## src/bpss_pkg.sv

```systemverilog
package bpss_pkg;

  // Configuration register indexes
  localparam int unsigned CFG_IDX_W = 2;
  localparam logic [CFG_IDX_W-1:0] REG_PRECHARGE_WAIT = 2'd0;
  localparam logic [CFG_IDX_W-1:0] REG_FAULT_HOLD     = 2'd1;

  localparam logic [15:0] FAULT_HOLD_RESET = 16'd1000;

  // Mode codes as seen on the result
  localparam logic [2:0] MODE_CODE_STARTUP   = 3'd0;
  localparam logic [2:0] MODE_CODE_WELDCHECK = 3'd1;
  localparam logic [2:0] MODE_CODE_WELDED    = 3'd2;
  localparam logic [2:0] MODE_CODE_ACTIVE    = 3'd3;
  localparam logic [2:0] MODE_CODE_CHARGING  = 3'd4;
  localparam logic [2:0] MODE_CODE_FAULTED   = 3'd5;

  localparam int unsigned IN_DATA_W  = 40;
  localparam int unsigned OUT_DATA_W = 16;

  // Internal mode register, one-hot
  typedef enum logic [5:0] {
    MODE_STARTUP   = 6'b000001,
    MODE_WELDCHECK = 6'b000010,
    MODE_WELDED    = 6'b000100,
    MODE_ACTIVE    = 6'b001000,
    MODE_CHARGING  = 6'b010000,
    MODE_FAULTED   = 6'b100000
  } mode_t;

  // Input item, last field in the lowest bits
  typedef struct packed {
    logic        charge_request;
    logic        contactor_stuck;
    logic        imd_fault;
    logic        bms_fault;
    logic        shutdown_ok;
    logic [31:0] now_ms;
  } in_item_t;

  // Result item, last field in the lowest bits
  typedef struct packed {
    logic       mode_changed;
    logic       wdog_disable;
    logic       wdog_reinit;
    logic       balance_off;
    logic       balance_on;
    logic       latch_en_low;
    logic       latch_en_high;
    logic       pin_not_ok_low;
    logic       pin_not_ok_high;
    logic [2:0] mode_now;
  } out_item_t;

  function automatic logic [2:0] mode_code(input mode_t m);
    logic [2:0] c;
    c = MODE_CODE_STARTUP;
    unique case (m)
      MODE_STARTUP:   c = MODE_CODE_STARTUP;
      MODE_WELDCHECK: c = MODE_CODE_WELDCHECK;
      MODE_WELDED:    c = MODE_CODE_WELDED;
      MODE_ACTIVE:    c = MODE_CODE_ACTIVE;
      MODE_CHARGING:  c = MODE_CODE_CHARGING;
      MODE_FAULTED:   c = MODE_CODE_FAULTED;
      default:        c = MODE_CODE_STARTUP;
    endcase
    return c;
  endfunction

endpackage

```

## src/bpss_next.sv

```systemverilog
module bpss_next
  import bpss_pkg::*;
(
  input  mode_t       mode,
  input  logic [31:0] last_change_ms,
  input  logic [15:0] precharge_wait_ms,
  input  logic [15:0] fault_hold_ms,
  input  in_item_t    item,
  output mode_t       mode_nxt,
  output out_item_t   res
);

  logic [31:0] elapsed;
  logic        fault;
  logic        precharge_done;
  logic        hold_done;
  logic        change;
  logic        hold_reinit;

  // Wrapping elapsed time since the last mode change
  assign elapsed        = item.now_ms - last_change_ms;
  assign fault          = item.bms_fault | item.imd_fault;
  assign precharge_done = elapsed > {16'd0, precharge_wait_ms};
  assign hold_done      = elapsed > {16'd0, fault_hold_ms};

  // Transition selection, first match wins within each mode
  always_comb begin
    mode_nxt    = mode;
    change      = 1'b0;
    hold_reinit = 1'b0;
    unique case (mode)
      MODE_STARTUP: begin
        if (precharge_done && item.shutdown_ok) begin
          mode_nxt = MODE_WELDCHECK;
          change   = 1'b1;
        end else if (fault) begin
          mode_nxt = MODE_FAULTED;
          change   = 1'b1;
        end
      end
      MODE_WELDCHECK: begin
        if (precharge_done) begin
          mode_nxt = item.contactor_stuck ? MODE_WELDED : MODE_ACTIVE;
          change   = 1'b1;
        end
      end
      MODE_WELDED: begin
        if (fault) begin
          mode_nxt = MODE_FAULTED;
          change   = 1'b1;
        end
      end
      MODE_ACTIVE: begin
        if (item.charge_request) begin
          mode_nxt = MODE_CHARGING;
          change   = 1'b1;
        end else if (fault) begin
          mode_nxt = MODE_FAULTED;
          change   = 1'b1;
        end else if (!item.shutdown_ok) begin
          mode_nxt = MODE_STARTUP;
          change   = 1'b1;
        end
      end
      MODE_CHARGING: begin
        if (!item.charge_request) begin
          mode_nxt = MODE_ACTIVE;
          change   = 1'b1;
        end else if (fault) begin
          mode_nxt = MODE_FAULTED;
          change   = 1'b1;
        end else if (!item.shutdown_ok) begin
          mode_nxt = MODE_STARTUP;
          change   = 1'b1;
        end
      end
      MODE_FAULTED: begin
        hold_reinit = hold_done && !item.bms_fault;
        if (item.shutdown_ok && !fault) begin
          mode_nxt = MODE_STARTUP;
          change   = 1'b1;
        end
      end
      default: begin
        mode_nxt = mode;
      end
    endcase
  end

  // Result: new mode code, change flag, exit and entry pulses, watchdog reinit
  always_comb begin
    res                 = '0;
    res.mode_now        = mode_code(mode_nxt);
    res.mode_changed    = change;
    res.balance_off     = change && (mode == MODE_CHARGING);
    res.latch_en_high   = change && (mode == MODE_FAULTED);
    res.pin_not_ok_high = change && (mode_nxt == MODE_STARTUP || mode_nxt == MODE_WELDED);
    res.pin_not_ok_low  = change && (mode_nxt == MODE_ACTIVE);
    res.balance_on      = change && (mode_nxt == MODE_CHARGING);
    res.wdog_disable    = change && (mode_nxt == MODE_FAULTED);
    res.latch_en_low    = change && (mode_nxt == MODE_FAULTED);
    res.wdog_reinit     = hold_reinit
                        | (change && (mode == MODE_FAULTED))
                        | (change && (mode_nxt == MODE_STARTUP));
  end

endmodule

```

## src/battery_pack_safety_sequencer_core.sv

```systemverilog
// Pipeline: input register, then result register; while the result register is full and
// out_tready is low, the item waits in the input register.
// Throughput: one tick per cycle while the result stream is not stalled by out_tready.
// Reset (rst_n low, synchronous): mode startup, last change time 0, precharge wait 0,
// fault hold 1000 ms, both stages empty.
module battery_pack_safety_sequencer_core
  import bpss_pkg::*;
(
  input  logic                  clk,
  input  logic                  rst_n,
  // configuration write channel
  input  logic                  cfg_valid,
  output logic                  cfg_ready,
  input  logic [CFG_IDX_W-1:0]  cfg_index,
  input  logic [15:0]           cfg_data,
  // input stream
  input  logic                  in_tvalid,
  output logic                  in_tready,
  // [31:0] now_ms, [32] shutdown_ok, [33] bms_fault, [34] imd_fault,
  // [35] contactor_stuck, [36] charge_request, [39:37] zero
  input  logic [IN_DATA_W-1:0]  in_tdata,
  // result stream
  output logic                  out_tvalid,
  input  logic                  out_tready,
  // [2:0] mode_now, [3] pin_not_ok_high, [4] pin_not_ok_low, [5] latch_en_high,
  // [6] latch_en_low, [7] balance_on, [8] balance_off, [9] wdog_reinit,
  // [10] wdog_disable, [11] mode_changed, [15:12] zero
  output logic [OUT_DATA_W-1:0] out_tdata
);

  logic [15:0] precharge_wait_r;
  logic [15:0] fault_hold_r;
  mode_t       mode_r;
  mode_t       mode_nxt;
  logic [31:0] last_change_r;
  in_item_t    in_r;
  logic        in_vld_r;
  out_item_t   out_r;
  out_item_t   res;
  logic        out_vld_r;
  logic        advance;
  logic        fire;

  // Configuration writes
  assign cfg_ready = 1'b1;

  always_ff @(posedge clk) begin
    if (!rst_n) begin
      precharge_wait_r <= '0;
      fault_hold_r     <= FAULT_HOLD_RESET;
    end else if (cfg_valid && cfg_ready) begin
      if (cfg_index == REG_PRECHARGE_WAIT) precharge_wait_r <= cfg_data;
      if (cfg_index == REG_FAULT_HOLD)     fault_hold_r     <= cfg_data;
    end
  end

  // Pipeline flow: result stage frees up when empty or taken
  assign advance   = !out_vld_r || out_tready;
  assign fire      = in_vld_r && advance;
  assign in_tready = !in_vld_r || advance;

  // Input register
  always_ff @(posedge clk) begin
    if (!rst_n) begin
      in_vld_r <= 1'b0;
    end else if (in_tready) begin
      in_vld_r <= in_tvalid;
    end
  end

  always_ff @(posedge clk) begin
    if (in_tvalid && in_tready) begin
      in_r <= in_item_t'(in_tdata[$bits(in_item_t)-1:0]);
    end
  end

  bpss_next u_next (
    .mode              (mode_r),
    .last_change_ms    (last_change_r),
    .precharge_wait_ms (precharge_wait_r),
    .fault_hold_ms     (fault_hold_r),
    .item              (in_r),
    .mode_nxt          (mode_nxt),
    .res               (res)
  );

  // Sequencer state
  always_ff @(posedge clk) begin
    if (!rst_n) begin
      mode_r        <= MODE_STARTUP;
      last_change_r <= '0;
    end else if (fire && res.mode_changed) begin
      mode_r        <= mode_nxt;
      last_change_r <= in_r.now_ms;
    end
  end

  // Result register
  always_ff @(posedge clk) begin
    if (!rst_n) begin
      out_vld_r <= 1'b0;
    end else if (advance) begin
      out_vld_r <= in_vld_r;
    end
  end

  always_ff @(posedge clk) begin
    if (fire) begin
      out_r <= res;
    end
  end

  assign out_tvalid = out_vld_r;
  assign out_tdata  = {{(OUT_DATA_W - $bits(out_item_t)){1'b0}}, out_r};

`ifndef NO_ASSERTIONS
  // A mode change records the tick's timestamp
  a_last_change: assert property (@(posedge clk) disable iff (!rst_n)
    fire && res.mode_changed |=> last_change_r == $past(in_r.now_ms))
    else $error("last change time not updated on mode change");

  // The reported mode matches the held mode
  a_mode_out: assert property (@(posedge clk) disable iff (!rst_n)
    fire |=> out_r.mode_now == mode_code(mode_r))
    else $error("result mode differs from sequencer mode");

  // Entry and exit pulses only come with a mode change
  a_pulse_change: assert property (@(posedge clk) disable iff (!rst_n)
    out_vld_r && !out_r.mode_changed |->
      !(out_r.pin_not_ok_high || out_r.pin_not_ok_low || out_r.latch_en_high ||
        out_r.latch_en_low || out_r.balance_on || out_r.balance_off ||
        out_r.wdog_disable))
    else $error("action pulse without mode change");

  // A held item waits in the input register while the result stage is stalled
  a_in_hold: assert property (@(posedge clk) disable iff (!rst_n)
    in_vld_r && !advance |=> in_vld_r && $stable(in_r))
    else $error("input item lost during stall");
`endif

endmodule
```

## config.mk

```make
export PLATFORM = sky130hd
export DESIGN_NAME = battery_pack_safety_sequencer_core
export DESIGN_NICKNAME = d
export VERILOG_FILES = /design/src/bpss_pkg.sv /design/src/bpss_next.sv /design/src/battery_pack_safety_sequencer_core.sv
export SDC_FILE = /design/constraint.sdc
export NUM_CORES = 1
export LEC_CHECK = 0
export ABC_AREA = 1
export BUFFER_PORTS_ARGS = -buffer_cell sky130_fd_sc_hd__buf_2
export CORE_ASPECT_RATIO = 0.7
export CORE_MARGIN = 2
export CORE_UTILIZATION = 28
export DETAILED_ROUTE_END_ITERATION = 8
export GPL_ROUTABILITY_DRIVEN = 0
export PLACE_DENSITY = 0.56
export REMOVE_ABC_BUFFERS = 1
export SYNTH_ARGS = -nofsm -noshare
export SYNTH_HDL_FRONTEND = slang
export SYNTH_SLANG_ARGS = --single-unit
```

## constraint.sdc

```tcl
create_clock -name clk -period 3 [get_ports clk]
set_input_delay 0.9 -clock clk [delete_from_list [all_inputs] [get_ports clk]]
set_output_delay 0.9 -clock clk [all_outputs]
set_load 0.03 [all_outputs]
```

==> summary.md <==
| Metric | Value |
|---|---|
| Cell family with most CP delay | simple AND/OR/NAND/NOR gates |
| Post-layout minimum cycle time | between 3 and 4 ns |
| R2R cell count | 23 |
| DPL Wire Length | between 15,000 and 20,000 µm |
| Die H | 145 µm |
| Vias per inst | ~4.4 |
| GRT Total Usage | about 16% |
| Synth warnings | 0 |
| Critical path, cell by cell | ha_4, nand2_4, nor2_2, buf_4, nand3_1, nand3b_1, xor2_1, buf_4, ha_1, a21oi_1, o21a_1, o2111ai_2, nand2_2, nand3_4, nand2_4, nand2_4, nand2_4, nand2_4, nand2_8, clkinv_8, clkbuf_16, nor2_2, nor2_1 |
| Distinct cells, synth | 43 |
| RSZ-0062 raised after global routing | yes |
| Clock latency on the worst-skew pair | about 0.43 ns |
| Chip width | about 210 µm |
| Grt ovf | 0 |
| Endpoint, Worst Hold | precharge_wait_r[5] |
| R2r setup slk | -0.50 ns |
| Wire per inst | about 13 µm |
| Power Dens Cells | roughly 640 nW/µm² |
| WHS Path Cells | 2 |
| CP Depth | 23 |
| Crit path largest cell delay | 0.45 ns |
| DRT antenna net count | 0 |
| Row count | a little over 50 |
| Sequential share of the synthesized area | a little over a third |
| First-pass GRT wire length | 36,500 µm |
| CP Class | reg2reg |
| Pre-CTS WS | -0.607 ns |
| Outcome | complete, but fails checks |
| Max-cap viol count | 0 |
| Reg-to-reg startpoint | in_r[7] |
| Final Hold Viols | 0 |
| Port Buffer Count | 73 |
| DR iter-0 viols | 456 |
| DP Cell Count | 1,644 |
| H-Tree Level Count | 4 |
| Layout cells sized above 1 | 28.1% |
| Top FF cell, synth | dfxtp_1 |
| Maximum vdd ir drop | about 0.47 mV |
| Syn Inst Count | about 1,100 |
| Fmax achieved | between 200 and 300 MHz |
| CTS max path bufs | 2 |
| Critical Path Start Type | flop |
| Vias after detailed routing | 7,556 |
| Yosys reg bits | 120 |
| Initial Util | approximately 29% |
| Worst-path clk slew | roughly 0.06 ns |
| Final Cell Area | roughly 11,000 µm² |
| Cell Area, Synth | ~8000 µm² |
| Post-Place Cell Area | 9450 µm² |
| Routed wire length | between 20,000 and 25,000 µm |
| CP bufs+invs | 4 |
| Final setup fails | between 40 and 50 |
| CP max FO | 7 |
| Reg-to-Reg End | last_change_r[20] |
| Final Non-Filler Cells | 1,709 |
| Synth async-reset ratio | 0% |
| Final nets | ~1,500 |
| HP Start | precharge_wait_r[5] |
| HP Class | reg2reg |
| CTS buffer count | 17 |
| Largest net degree at the start of global routing | 38 |
| CP dominant cell by count | nand2_4 |
| Vias in the first global route | 7,248 |
| Crit end category | flop |
| Antenna violations before repair | 0 |
| Final worst slack | -0.497 ns |
| Syn Area/Cell | just over 7 µm² |
| CTS tree | yes |
| Detailed Routing Iterations Pass 1 | 5 |
| CP Data Arrival Time | approximately 3.8 ns |
| Die area | roughly 30,000 µm² |
| Area Overhead vs Synth | 39.6% |
| CORE AREA | approximately 28,000 µm² |
| DRC viols | 0 |
| Slowest CP cell | edfxtp_1 |
| Worst slew pin tran | roughly 1.2 ns |
| EDFF count, synth | 48 |
| I/O pin cnt | roughly 80 |
| Final slew viol count | 0 |
| Leakage | approximately 5.3 nW |
| Clk sinks | 120 |
| Clk_skew | 0.00852 ns |
| Failing checks | negative setup slack |
| Diode count | 0 |
| Max-slew headroom | between 20% and 30% |
| Clock root cell | clkbuf_16 |
| Hold buffer count at CTS | 0 |
| Required time worst endpoint | about 3.3 ns |
| Final Cycle Share | 117% |
## cells in the mapped netlist, drive strengths merged, types with 14 or more instances
| cell type | n | share of area, % |
|---|---|---|
| nand4 | 15 | 1.2 |
| xor2 | 14 | 1.5 |
| o21ai | 32 | 2.0 |
| nand3 | 43 | 3.0 |
| o21bai | 40 | 3.8 |
| dfxtp | 72 | 18 |
| edfxtp | 48 | 18 |
| inv | 214 | 10 |
| nand2 | 300 | 15 |
| a21oi | 62 | 4.0 |
| ha | 63 | 9.9 |
| nor2 | 147 | 7.8 |
## cells in the final DEF, fill, tap and decap left out, types with 5 or more instances in the layout
cell type    n
ha_4        19
xor2_2       6
o211ai_1     9
clkbuf_16   21
a21oi_2      6
clkinv_2     5
nand2_4     10
o21bai_1    39
conb_1       5
nor2_2      23
nor2_1     104
nand4_1     15
xor2_1       6
nor2_4      20
dfxtp_1     72
nand3_4      5
buf_6       11
nand2_1    266
a21oi_1     55
nor3_1      10
nand3_2      7
inv_2        8
nand3b_1     6
nand3_1     31
edfxtp_1    48
inv_1      205
o21ai_0     31
nand2_2     22
buf_2       73
ha_1        43
buf_4      114
## timing repair
| item | 4_1_cts | 5_1_grt |
|---|---|---|
| gates cloned | 3 | 2 |
| endpoints found under the hold margin | 0 | 0 |
| endpoints found under the setup margin | 46 | 46 |
| pin swaps | 17 | 24 |
| gates resized for setup | 87 | 66 |
| setup buffers | 17 | 12 |
## through the flow
step | total power, mW | hold WS (ns) | utilization, % | setup TNS (ns)
5_1_grt | 7.61 | 0.478 | 39.9 | -31.03
2_1_floorplan | 3.51 | 0.435 | - | -14.74
3_3_place_gp | 4.45 | 0.447 | 33.8 | -23.51
3_5_place_dp | 4.49 | 0.452 | 33.8 | -24.54
4_1_cts | 6.83 | 0.461 | 38.2 | -17.32
6_report | 7.09 | 0.464 | 39.9 | -20.37
## worst reg2reg max path: stages, from the launching register on
cell and delay (ns):
edfxtp_1 0.45, ha_4 0.34, nand2_4 0.07, nor2_2 0.12, buf_4 0.12, nand3_1 0.06
nand3b_1 0.12, xor2_1 0.18, buf_4 0.16, ha_1 0.24, a21oi_1 0.16, o21a_1 0.15
o2111ai_2 0.11, nand2_2 0.11, nand3_4 0.10, nand2_4 0.11, nand2_4 0.06, nand2_4 0.07
nand2_4 0.07, nand2_8 0.16, clkinv_8 0.13, clkbuf_16 0.19, nor2_2 0.08, nor2_1 0.04
## worst max path at each step
| stage | start | end |
|---|---|---|
| final | in_r[7] | last_change_r[20] |
| after global routing | in_r[8] | last_change_r[31] |
| after CTS | in_r[12] | last_change_r[11] |
| after global placement | in_r[2] | last_change_r[7] |
| after floorplan | in_r[0] | last_change_r[0] |
| after detailed placement | in_r[8] | last_change_r[13] |
## area by class of cell
type,instances,area [µm²]
sequential,120,2880
multi-input combinational,766,4890
fill,2885,16800
inverter,214,816
clock buffer,25,518
clock inverter,7,37.5
tap,371,464
timing repair buffer,206,1540
## metal layers
metal  track usage, %  part of all wire, %  wire length [µm]  vias to the layer above
met5                0                    0                 0                        -
met3             3.86                  6.3              1440                       29
li1                 -                    -                 -                     3949
met2             22.4                   41              9250                      196
met4             4.39                  1.9               426                        0
met1             23.0                   51             11700                     3382
## cells by family after synthesis
| kind of cell | synth area share (%) |
|---|---|
| and+or+nand+nor | 28.5 |
| buffers and inverters | 11.9 |
| xor gates and xnor gates | 1.65 |
| DFF | 36.1 |
| adders and majority gates | 10.1 |
| AOI/OAI and AO/OA | 11.6 |
| other | 0.0941 |
## registers in the layout (all words and copies together) (netlist names)
register          flops
out_tdata            11
last_change_r        32
in_r                 37
out_tvalid            1
fault_hold_r         16
in_vld_r              1
mode_r                6
precharge_wait_r     16
## power by group
group          switching, mW  internal (mW)
Sequential             0.101           1.85
Clock                  0.733           1.19
Combinational           1.73           1.47
No activity file was read; power rests on OpenSTA's default activity.
